`src/design/assert_macros.svh`:
```
// concurrent assertion helpers, clocked on clock and held off during reset
`ifndef ASSERT_MACROS_SVH
`define ASSERT_MACROS_SVH

// same-cycle implication
`define ASSERT_SAME(lbl, ante, cons, msg) \
   lbl: assert property (@(posedge clock) disable iff (reset) (ante) |-> (cons)) \
      else $error(msg);

// next-cycle implication
`define ASSERT_NEXT(lbl, ante, cons, msg) \
   lbl: assert property (@(posedge clock) disable iff (reset) (ante) |=> (cons)) \
      else $error(msg);

`endif

```
`src/design/adst_pkg.sv`:
```
package adst_pkg;

   localparam int SAMPLE_W = 10;
   localparam int REQ_W    = 16;
   localparam int RSP_W    = 40;
   localparam int CSR_W    = 10;
   localparam int CSR_A_W  = 2;
   localparam int THR_W    = 4;

   localparam logic [1:0] CH_WIPER  = 2'd0;
   localparam logic [1:0] CH_TOUCH  = 2'd1;
   localparam logic [1:0] CH_GROUND = 2'd2;

   localparam logic [1:0] PH_CHARGE  = 2'd1;
   localparam logic [1:0] PH_RELEASE = 2'd2;
   localparam logic [1:0] PH_SAMPLE  = 2'd3;

   localparam logic [1:0] DRIVE_HOLD = 2'd0;
   localparam logic [1:0] DRIVE_ON   = 2'd1;
   localparam logic [1:0] DRIVE_OFF  = 2'd2;

   localparam logic [CSR_A_W-1:0] REG_HALT      = 2'd0;
   localparam logic [CSR_A_W-1:0] REG_TOUCH_MIN = 2'd1;
   localparam logic [CSR_A_W-1:0] REG_TOUCH_MAX = 2'd2;
   localparam logic [CSR_A_W-1:0] REG_THRESHOLD = 2'd3;

   typedef enum logic [2:0] {
      ST_IDLE,
      ST_WRITE,
      ST_SCAN,
      ST_DRAIN,
      ST_EMIT
   } ctrl_state_type;

   typedef struct packed {
      logic load;
      logic write;
      logic scan;
      logic emit;
   } cmd_type;

   typedef struct packed {
      logic is_sample;
      logic scan_last;
      logic out_free;
   } stat_type;

endpackage

```
`src/design/adst_ram.sv`:
```
module adst_ram #(
   parameter int WIDTH = 10,
   parameter int DEPTH = 8
) (
   input  logic                                         clock,
   input  logic                                         we,
   input  logic [((DEPTH > 1) ? $clog2(DEPTH) : 1)-1:0] waddr,
   input  logic [WIDTH-1:0]                             wdata,
   input  logic [((DEPTH > 1) ? $clog2(DEPTH) : 1)-1:0] raddr,
   output logic [WIDTH-1:0]                             rdata
);

   logic [WIDTH-1:0] mem_ff [DEPTH];
   logic [WIDTH-1:0] rdata_ff;

   always_ff @(posedge clock) begin
      if (we) begin
         mem_ff[waddr] <= wdata;
      end
      rdata_ff <= mem_ff[raddr];
   end

   assign rdata = rdata_ff;

endmodule

```
`src/design/adst_ctrl.sv`:
```
`include "assert_macros.svh"

module adst_ctrl import adst_pkg::*; (
   input  logic     clock,
   input  logic     reset,
   input  logic     req_tvalid,
   output logic     req_tready,
   input  stat_type stat_i,
   output cmd_type  cmd_o
);

   ctrl_state_type state_ff, state_in;

   always_ff @(posedge clock) begin
      if (reset) begin
         state_ff <= ST_IDLE;
      end else begin
         state_ff <= state_in;
      end
   end

   always_comb begin
      state_in = state_ff;
      case (state_ff)
         ST_IDLE: begin
            if (req_tvalid) begin
               state_in = stat_i.is_sample ? ST_WRITE : ST_EMIT;
            end
         end
         ST_WRITE: state_in = ST_SCAN;
         ST_SCAN: begin
            if (stat_i.scan_last) begin
               state_in = ST_DRAIN;
            end
         end
         ST_DRAIN: state_in = ST_EMIT;
         ST_EMIT: begin
            if (stat_i.out_free) begin
               state_in = ST_IDLE;
            end
         end
         default: state_in = ST_IDLE;
      endcase
   end

   always_comb begin
      cmd_o      = '0;
      req_tready = 1'b0;
      case (state_ff)
         ST_IDLE: begin
            req_tready = 1'b1;
            cmd_o.load = req_tvalid;
         end
         ST_WRITE: cmd_o.write = 1'b1;
         ST_SCAN:  cmd_o.scan  = 1'b1;
         ST_DRAIN: cmd_o       = '0;
         ST_EMIT:  cmd_o.emit  = stat_i.out_free;
         default:  cmd_o       = '0;
      endcase
   end

   `ASSERT_SAME(a_emit_free, cmd_o.emit, stat_i.out_free, "word emitted into full slot")
   `ASSERT_NEXT(a_write_scan, state_ff == ST_WRITE, state_ff == ST_SCAN, "write not followed by scan")
   `ASSERT_NEXT(a_scan_end, (state_ff == ST_SCAN) && stat_i.scan_last, state_ff == ST_DRAIN,
                "scan did not end")

endmodule

```
`src/design/adst_dp.sv`:
```
module adst_dp import adst_pkg::*; #(
   parameter int WINDOW_SIZE = 8
) (
   input  logic                clock,
   input  logic                reset,
   input  logic [REQ_W-1:0]    req_tdata,
   input  logic                csr_we,
   input  logic [CSR_A_W-1:0]  csr_addr,
   input  logic [CSR_W-1:0]    csr_wdata,
   input  cmd_type             cmd_i,
   output stat_type            stat_o,
   input  logic                rsp_tready,
   output logic                rsp_tvalid,
   output logic [RSP_W-1:0]    rsp_tdata
);

   localparam int ADDR_W = (WINDOW_SIZE > 1) ? $clog2(WINDOW_SIZE) : 1;
   localparam int CNT_W  = $clog2(WINDOW_SIZE + 1);
   localparam int CMP_W  = (CNT_W > THR_W) ? CNT_W : THR_W;
   localparam logic [ADDR_W-1:0] LAST_ADDR = ADDR_W'(WINDOW_SIZE - 1);

   logic                   halt_ff, halt_in;
   logic [SAMPLE_W-1:0]    min_ff, min_in;
   logic [SAMPLE_W-1:0]    max_ff, max_in;
   logic [THR_W-1:0]       thr_ff, thr_in;
   logic [1:0]             chan_ff, chan_in;
   logic [1:0]             phase_ff, phase_in;
   logic [ADDR_W-1:0]      ptr_ff, ptr_in;
   logic [WINDOW_SIZE-1:0] valid_ff, valid_in;
   logic                   flag_ff, flag_in;
   logic [SAMPLE_W-1:0]    touch_ff, touch_in;
   logic [SAMPLE_W-1:0]    pos_ff, pos_in;
   logic [SAMPLE_W-1:0]    sample_ff, sample_in;
   logic [ADDR_W-1:0]      idx_ff, idx_in;
   logic                   pend_ff, pend_in;
   logic                   rd_valid_ff, rd_valid_in;
   logic [CNT_W-1:0]       count_ff, count_in;
   logic                   out_valid_ff, out_valid_in;
   logic [RSP_W-1:0]       out_data_ff, out_data_in;

   logic [SAMPLE_W-1:0]    ram_rdata;
   logic [SAMPLE_W-1:0]    entry;
   logic                   in_range;
   logic                   is_sample;
   logic [1:0]             next_chan;
   logic [1:0]             next_phase;
   logic [1:0]             drive;
   logic                   sampled;
   logic                   pos_upd;
   logic [SAMPLE_W-1:0]    pos_new;
   logic                   flag_new;

   adst_ram #(
      .WIDTH (SAMPLE_W),
      .DEPTH (WINDOW_SIZE)
   ) u_ring (
      .clock (clock),
      .we    (cmd_i.write),
      .waddr (ptr_ff),
      .wdata (sample_ff),
      .raddr (idx_ff),
      .rdata (ram_rdata)
   );

   assign is_sample = (chan_ff == CH_TOUCH) && (phase_ff == PH_SAMPLE);
   assign entry     = rd_valid_ff ? ram_rdata : '0;
   assign in_range  = (entry > min_ff) && (entry < max_ff);

   // channel sequencing
   always_comb begin
      next_chan  = CH_TOUCH;
      next_phase = phase_ff;
      drive      = DRIVE_HOLD;
      sampled    = 1'b0;
      pos_upd    = 1'b0;
      case (chan_ff)
         CH_WIPER: begin
            pos_upd   = 1'b1;
            next_chan = CH_TOUCH;
         end
         CH_TOUCH: begin
            case (phase_ff)
               PH_CHARGE: begin
                  drive      = DRIVE_ON;
                  next_chan  = CH_GROUND;
                  next_phase = PH_RELEASE;
               end
               PH_RELEASE: begin
                  drive      = DRIVE_OFF;
                  next_chan  = CH_GROUND;
                  next_phase = PH_SAMPLE;
               end
               PH_SAMPLE: begin
                  sampled    = 1'b1;
                  next_chan  = CH_WIPER;
                  next_phase = PH_CHARGE;
               end
               default: begin
                  next_chan  = CH_WIPER;
                  next_phase = PH_CHARGE;
               end
            endcase
         end
         default: next_chan = CH_TOUCH;
      endcase
   end

   assign pos_new  = pos_upd ? sample_ff : pos_ff;
   assign flag_new = is_sample ? (CMP_W'(count_ff) >= CMP_W'(thr_ff)) : flag_ff;

   always_comb begin
      halt_in      = halt_ff;
      min_in       = min_ff;
      max_in       = max_ff;
      thr_in       = thr_ff;
      chan_in      = chan_ff;
      phase_in     = phase_ff;
      ptr_in       = ptr_ff;
      valid_in     = valid_ff;
      flag_in      = flag_ff;
      touch_in     = touch_ff;
      pos_in       = pos_ff;
      sample_in    = sample_ff;
      idx_in       = idx_ff;
      pend_in      = cmd_i.scan;
      rd_valid_in  = valid_ff[idx_ff];
      count_in     = count_ff;
      out_valid_in = out_valid_ff;
      out_data_in  = out_data_ff;

      if (csr_we) begin
         case (csr_addr)
            REG_HALT:      halt_in = csr_wdata[0];
            REG_TOUCH_MIN: min_in  = csr_wdata[SAMPLE_W-1:0];
            REG_TOUCH_MAX: max_in  = csr_wdata[SAMPLE_W-1:0];
            REG_THRESHOLD: thr_in  = csr_wdata[THR_W-1:0];
            default:       halt_in = halt_ff;
         endcase
      end

      if (cmd_i.load) begin
         sample_in = req_tdata[SAMPLE_W-1:0];
      end

      if (cmd_i.write) begin
         touch_in         = sample_ff;
         valid_in[ptr_ff] = 1'b1;
         ptr_in           = (ptr_ff == LAST_ADDR) ? '0 : ptr_ff + 1'b1;
         idx_in           = '0;
         count_in         = '0;
      end

      if (cmd_i.scan && (idx_ff != LAST_ADDR)) begin
         idx_in = idx_ff + 1'b1;
      end

      if (pend_ff && in_range) begin
         count_in = count_ff + CNT_W'(1);
      end

      if (cmd_i.emit) begin
         chan_in      = next_chan;
         phase_in     = next_phase;
         pos_in       = pos_new;
         flag_in      = flag_new;
         out_valid_in = 1'b1;
         out_data_in  = {4'b0000, ~halt_ff, pos_new[SAMPLE_W-1:2], pos_new, pos_upd,
                         flag_new, touch_ff, sampled, drive, next_chan};
      end else if (rsp_tready) begin
         out_valid_in = 1'b0;
      end
   end

   always_ff @(posedge clock) begin
      if (reset) begin
         halt_ff      <= 1'b0;
         min_ff       <= '0;
         max_ff       <= '1;
         thr_ff       <= THR_W'(5);
         chan_ff      <= CH_WIPER;
         phase_ff     <= PH_CHARGE;
         ptr_ff       <= '0;
         valid_ff     <= '0;
         flag_ff      <= 1'b0;
         touch_ff     <= '0;
         pos_ff       <= '0;
         idx_ff       <= '0;
         pend_ff      <= 1'b0;
         rd_valid_ff  <= 1'b0;
         count_ff     <= '0;
         out_valid_ff <= 1'b0;
      end else begin
         halt_ff      <= halt_in;
         min_ff       <= min_in;
         max_ff       <= max_in;
         thr_ff       <= thr_in;
         chan_ff      <= chan_in;
         phase_ff     <= phase_in;
         ptr_ff       <= ptr_in;
         valid_ff     <= valid_in;
         flag_ff      <= flag_in;
         touch_ff     <= touch_in;
         pos_ff       <= pos_in;
         idx_ff       <= idx_in;
         pend_ff      <= pend_in;
         rd_valid_ff  <= rd_valid_in;
         count_ff     <= count_in;
         out_valid_ff <= out_valid_in;
      end
   end

   always_ff @(posedge clock) begin
      sample_ff   <= sample_in;
      out_data_ff <= out_data_in;
   end

   assign stat_o.is_sample = is_sample;
   assign stat_o.scan_last = (idx_ff == LAST_ADDR);
   assign stat_o.out_free  = ~out_valid_ff | rsp_tready;

   assign rsp_tvalid = out_valid_ff;
   assign rsp_tdata  = out_data_ff;

endmodule

```
`src/design/adc_sequencer_touch_detect.sv`:
```
// ADC channel sequencer with capacitive touch detection.
// req channel: one finished conversion per word; the sequence steps wiper,
// touch charge, ground, touch release, ground, touch sample, then wiper again.
// rsp channel: exactly one word per accepted conversion, in order.
// csr port: single-cycle writes of halt, touch_min, touch_max and threshold,
// to be made by the user only while no conversion is in flight; the block
// does not enforce this. a conversion that is not a touch sample goes from
// acceptance to the emit step and then to the output register; a touch sample
// first writes the ring, then sweeps it, reading one stored sample per cycle
// from a single-read-port memory to count in-range entries, drains, and emits.
// one conversion is processed at a time; the next is accepted as soon as the
// result is parked in the output register.
// reset: channel returns to wiper, touch phase to charge, ring entries read as
// zero through per-entry valid bits; touch, position and counters clear.
// when the receiver stalls, the result word holds in the output register and
// the block stops at its final step until the register frees up.
module adc_sequencer_touch_detect import adst_pkg::*; #(
   parameter int WINDOW_SIZE = 8
) (
   input  logic               clock,
   input  logic               reset,
   input  logic               req_tvalid,
   output logic               req_tready,
   input  logic [REQ_W-1:0]   req_tdata,   // sample[9:0], zero pad[15:10]
   output logic               rsp_tvalid,
   input  logic               rsp_tready,
   // next_channel[1:0], charge_drive[3:2], touch_sampled[4], touch_raw[14:5],
   // touch_detected[15], position_updated[16], position_raw[26:17],
   // position_byte[34:27], restart[35], zero pad[39:36]
   output logic [RSP_W-1:0]   rsp_tdata,
   input  logic               csr_we,
   input  logic [CSR_A_W-1:0] csr_addr,
   input  logic [CSR_W-1:0]   csr_wdata
);

   cmd_type  cmd;
   stat_type stat;

   adst_ctrl u_ctrl (
      .clock      (clock),
      .reset      (reset),
      .req_tvalid (req_tvalid),
      .req_tready (req_tready),
      .stat_i     (stat),
      .cmd_o      (cmd)
   );

   adst_dp #(
      .WINDOW_SIZE (WINDOW_SIZE)
   ) u_dp (
      .clock      (clock),
      .reset      (reset),
      .req_tdata  (req_tdata),
      .csr_we     (csr_we),
      .csr_addr   (csr_addr),
      .csr_wdata  (csr_wdata),
      .cmd_i      (cmd),
      .stat_o     (stat),
      .rsp_tready (rsp_tready),
      .rsp_tvalid (rsp_tvalid),
      .rsp_tdata  (rsp_tdata)
   );

endmodule
```
`config.mk`:
```
export PLATFORM = sky130hd
export DESIGN_NAME = adc_sequencer_touch_detect
export DESIGN_NICKNAME = d
export VERILOG_FILES = /design/src/design/adst_pkg.sv /design/src/design/adst_ram.sv /design/src/design/adst_ctrl.sv /design/src/design/adst_dp.sv /design/src/design/adc_sequencer_touch_detect.sv
export VERILOG_INCLUDE_DIRS = /design/src /design/src/design
export SDC_FILE = /design/constraint.sdc
export NUM_CORES = 1
export LEC_CHECK = 0
export BUFFER_PORTS_ARGS = -buffer_cell sky130_fd_sc_hd__buf_2
export CAP_MARGIN = 15
export CORE_ASPECT_RATIO = 0.8
export CORE_MARGIN = 2
export CORE_UTILIZATION = 48
export DETAILED_ROUTE_END_ITERATION = 16
export PLACE_DENSITY = 0.67
export SLEW_MARGIN = 15
export SYNTH_ARGS = -nofsm -noshare
export SYNTH_HDL_FRONTEND = slang
export SYNTH_HIERARCHICAL = 1
export SYNTH_SLANG_ARGS = --single-unit
```
`constraint.sdc`:
```
create_clock -name clock -period 7.3 [get_ports clock]
set_input_delay 1.46 -clock clock [delete_from_list [all_inputs] [get_ports clock]]
set_output_delay 1.46 -clock clock [all_outputs]
set_load 0.02 [all_outputs]
```
-- Word level (Yosys, flattened, before mapping)
Memories as Yosys holds them, arrays and structs flattened. A register that Yosys moved wholly into a read port is not among the register bits.
Index checks and enable logic that the tools add are counted.
- bits in registers: 120
- latch bits: 0
- bits in writable memories: 80
- memory bits (read-only): 0
- input port bits: 33
- output and inout bits: 42
- word-level logic and storage cells: 101
- memories kept: 1
- memory list (name ; words ; width ; read ports ; clocked after memory_dff ; write ports ; line ; text):
    u_dp.u_ring.mem_ff ; 8 ; 10 ; 1 ; 1 ; 1 ; adst_ram.sv:13 ; logic [WIDTH-1:0] mem_ff [DEPTH];
- $add $sub $neg: 3
- $mul: 0
- div/mod/pow operators: 0
- magnitude comparators: 6
- equal/unequal tests: 17
- shifts and indexed selects: 0
- mux-type cells: 32
- bitwise operators: 4
- reduce and logical (&&, ||, !) cells: 18
- operator list (kind ; number):
    $mux W3 ; 7
    $mux W10 ; 2
    $pmux W3 S5 ; 1
    $mux W1 ; 14
    $gt A10 B10 Y1 ; 1
    $lt A10 B10 Y1 ; 1
    $reduce_and A2 Y1 ; 5
    $eq A3 B3 Y1 const B ; 3
    $eq A2 B2 Y1 const B ; 4
    $lt A3 B4 Y1 const B ; 2
    $mux W4 ; 2
    $or A8 B8 Y8 ; 1
    $pmux W2 S2 ; 2
    $add A3 B1 Y3 const B ; 2
    $eq A2 B1 Y1 const B ; 3
    $eq A3 B2 Y1 const B ; 2
    $reduce_bool A2 Y1 ; 3
    $logic_and A1 B1 Y1 ; 5
    $add A4 B1 Y4 const B ; 1
    $ge A4 B4 Y1 ; 1
    $logic_not A2 Y1 ; 2
    $mux W2 ; 2
    $ne A2 B2 Y1 const B ; 2
    $bmux W1 S3 ; 1
    other kinds (10) ; 11

-- Longest topological paths before layout
- depth after elaboration: 5
- gate-level depth with buffers: 9
- depth with buffers taken out: 8

-- By module
The synthesis kept the hierarchy.
- modules (own cells, without submodules) (module ; times used ; cells each ; area each (um^2) ; seq. area each (um^2)):
    adst_dp ; 1 ; 452 ; 4802.1 ; 2562.5
    adst_ram ; 1 ; 138 ; 3333.2 ; 2602.5
    adst_ctrl ; 1 ; 26 ; 217.7 ; 60.1

-- Worst setup path after synthesis
OpenSTA, ideal clock, no wires.
- kind: input port to flip-flop
- from: in rsp_tready
- to: reg u_dp.pos_ff[0]
- setup time: 0.128 ns
- data arrival time: 4.603 ns
- data required time: 7.172 ns
- path slack: 2.569 ns
- stages on the path: 6
- path buffers: 1
- path through: nand2b_1 > nand2_1 > nor3_1 > buf_1 > mux2i_1 > nor2_1
- RTL lines (what ; line ; text):
    start, declared ; adc_sequencer_touch_detect.sv:26 ; input logic rsp_tready,
    end signal, assigned ; adst_dp.sv:203 ; pos_ff <= pos_in;
    end, declared ; adst_dp.sv:32 ; logic [SAMPLE_W-1:0] pos_ff, pos_in;

-- Worst setup path after layout
- from: reg u_ctrl.state_ff[1]
- to: out req_tready
- longest elaborated chain between the ends: 2
- ends and longest elaborated chain (what ; line ; text):
    start, declared ; adst_ctrl.sv:12 ; ctrl_state_type state_ff, state_in;
    start signal, assigned ; adst_ctrl.sv:18 ; state_ff <= state_in;
    $logic_not A3 Y1 ; adst_ctrl.sv:49 ; case (state_ff)
    $mux W1 ; adst_ctrl.sv:49 ;
    end, declared ; adc_sequencer_touch_detect.sv:23 ; output logic req_tready,
No other way between the ends.

==> impl_results.md <==
- Outcome: complete, no violations
- RR Endpoint: u_dp/count_ff[3]
- Drt pass-1 iters: 4
- Clock slew at reported path FFs: 60 ps
- Crit path DAT: between 1000 and 1500 ps
- Cell Area, Synth: roughly 8400 um^2
- Hold Path End: u_dp/rsp_tdata[14]
- Syn-to-layout area delta: 13.35%
- Synth Flop Type: edfxtp_1
- Yosys reg bits: 202
- Routed WL: 15.37 mm
- Layout Nets: approximately 730
- Sequential-to-total area share from yosys stat: a little over three fifths
- CTS buffer count: 21
- Via Count: slightly below 5,000
- Crit end category: output pin
- EDFF count, synth: ~120
- R2r setup slk: ~4900 ps
- Core area: 17,160 um^2
- Clock tree buffer depth: 3
- RSZ-0062 raised after global routing: no
- Total negative slack: 0 ps
- Hold Slack: between 400 and 500 ps
- DRC errors left: 0
- Share of layout cells above drive strength 1: around a fifth
- Largest net degree at the start of global routing: between 70 and 80
- Setup bufs post-CTS: 0
- Per-cell routed wire length: 16.87 um
- Hold/Removal Path Class: reg -> reg
- Top-level port count: 75
- HPWL after DPL: about 9.8 mm
- Final Core Density: between 50 and 60%
- Die H: approximately 120 um
- Type of the worst setup path: reg -> out
- Post-Synthesis Mean Instance Area: 13.56 um^2
- Die area: roughly 18,000 um^2
- Synth area leader: edfxtp_1
- Synth unique cells: 53
- Post-synth ARST share: 0%
- ANT cells: 0
- CTS Hold Bufs: 0
- PD cells: around 260 nW/um^2
- Max VDD drop: around 0.17 mV
- Leakage: between 3 and 4 nW
- CTS tree: yes
- Worst-Margin Slew: between 1000 and 1500 ps
- Initial antenna violation count: 0
- Post-cts sizing count: 0
- Grt ovf: 0
- 1st-iter DRT viols: between 300 and 400
- Worst hold start: u_dp/touch_ff[9]
- Fin crit period: 2871 ps
- Critical Path Source Type: register
- CTS Sinks: between 200 and 250
- Critical R2R Launch: u_dp/rd_valid_ff
- Worst skew pair latency: about 500 ps
- YS warnings: 6
- Cells after synthesis: just over 600
- Max-slew headroom: around 22%
- Via/cell ratio: about 5.3
- Final Skew: between 15 and 20 ps
- CP Max Fanout: 11
- FMAX: roughly 0.35 GHz
- Final Max Slew Viols: 0
- IO buf count: 64
- Most frequent cells in the layout: edfxtp_1 (118), dfxtp_1 (84), nor2_1 (65), buf_2 (64), nand2_1 (42)
- H-tree depth: 1
- Hold path cells: 0
- Path depth of the worst reg2reg path: 8
- # Max-Cap Violations: 0
- Gpl congestion: between 0.7 and 0.8
- Hold Fails Final Rpt: 0
- Critical Path RT: approximately 5800 ps
- Synth top area share: between 40% and 50%
- Tcrit/Tclk final: 39.33%
- Vias in the first global route: ~4,700
- Starting density of the core: 48.67%
- Final Setup Violations: 0
- Num rows: 43
- Clk root buf: clkbuf_16
- Place WS: around 3900 ps
- Commonest non-fill, non-tap cell in the layout: edfxtp_1
- GRT Overall Usage: between 10% and 20%
- First-pass GRT wire length: approximately 24 mm
- Worst Slack Setup Final: 4429 ps
- Largest cells by area after synthesis: edfxtp_1 (42%), dfxtp_1 (20%), mux4_1 (6.3%)
- Antenna Nets Post-Route: 0
- Die W: 151.5 um
## worst max-delay path: stages (launching register included)
cell	delay [ps]
dfxtp_1	420
nor3_1	290
buf_2	210
## routing by layer
metal  share of wire, %  wire length [um]  up-vias  global-route usage (%)
li1                   -                 -     2337                       -
met1                 45              6892     2349                   24.05
met2                 48              7333      137                   27.80
met3                5.2               804       28                   2.584
met4                2.2               336        0                   4.614
met5                  0                 0        -                       0
## sequential cells by signal, indices dropped and copies added, names as in the netlist, 10 cells and up
register            count
u_dp/sample_ff         10
u_dp/u_ring/mem_ff     80
u_dp/min_ff            10
u_dp/max_ff            10
u_dp/touch_ff          10
u_dp/u_ring/rdata      10
u_dp/pos_ff            10
u_dp/rsp_tdata         28
## synthesized netlist by cell type, types with 10 or more instances
cell        n
buf_4      13
mux4_1     20
mux2_2     20
dfxtp_1    84
mux2i_1    25
and2_1     12
inv_1      30
a21oi_1    29
edfxtp_1  118
clkbuf_1   14
a211o_1    13
nor2b_1    10
nand2b_1   10
nor2_1     65
nand2_1    42
ha_1       28
## worst max-delay path by stage
stage                                   from  cells after the start             end  slack, ps
after floorplan                   rsp_tready                      6  u_dp/pos_ff[0]       2570
after global placement            rsp_tready                      7  u_dp/pos_ff[5]       3980
after detailed placement          rsp_tready                      7  u_dp/pos_ff[5]       3940
after CTS                 u_ctrl/state_ff[1]                      2      req_tready       4400
after global routing              rsp_tready                      7  u_dp/pos_ff[5]       4250
final                     u_ctrl/state_ff[1]                      2      req_tready       4430
## logic make-up after synthesis
| logic type | Yosys count | share of synthesized area (%) |
|---|---|---|
| buffers and inverters | 69 | 4.059 |
| other | 1 | 0.04489 |
| AOI/OAI and AO/OA | 75 | 6.471 |
| adders and majority gates | 28 | 4.194 |
| xor gates and xnor gates | 3 | 0.3146 |
| DFF | 202 | 62.55 |
| muxes | 68 | 12.70 |
| and+or+nand+nor | 170 | 9.661 |
## per-stage QoR
stage | power, mW | instances | instance area, um^2
2_1_floorplan | 1.374 | 619 | 8364
3_3_place_gp | 1.405 | 873 | 8790
3_5_place_dp | 1.410 | 873 | 8790
4_1_cts | 2.450 | 911 | 9468
5_1_grt | 2.511 | 911 | 9468
6_report | 2.422 | 911 | 9468
## where the power goes
group	internal, mW	leakage [nW]	switching (mW)	total, mW
clock network	0.613	0.324	0.423	1.04
registers	1.24	1.76	0.0223	1.26
logic	0.0469	1.47	0.0789	0.126
total	1.90	3.56	0.524	2.42
## cell type report
| class | count | area (um^2) |
|---|---|---|
| Inverter | 30 | 112.6 |
| Sequential cell | 202 | 5225 |
| Timing Repair Buffer | 68 | 350.3 |
| Tap cell | 225 | 281.5 |
| Clock inverter | 13 | 127.6 |
| Clock buffer | 25 | 550.5 |
| Multi-Input combinational cell | 348 | 2820 |
| Fill cell | 1350 | 7695 |
Power figures use the tool's default switching activity.
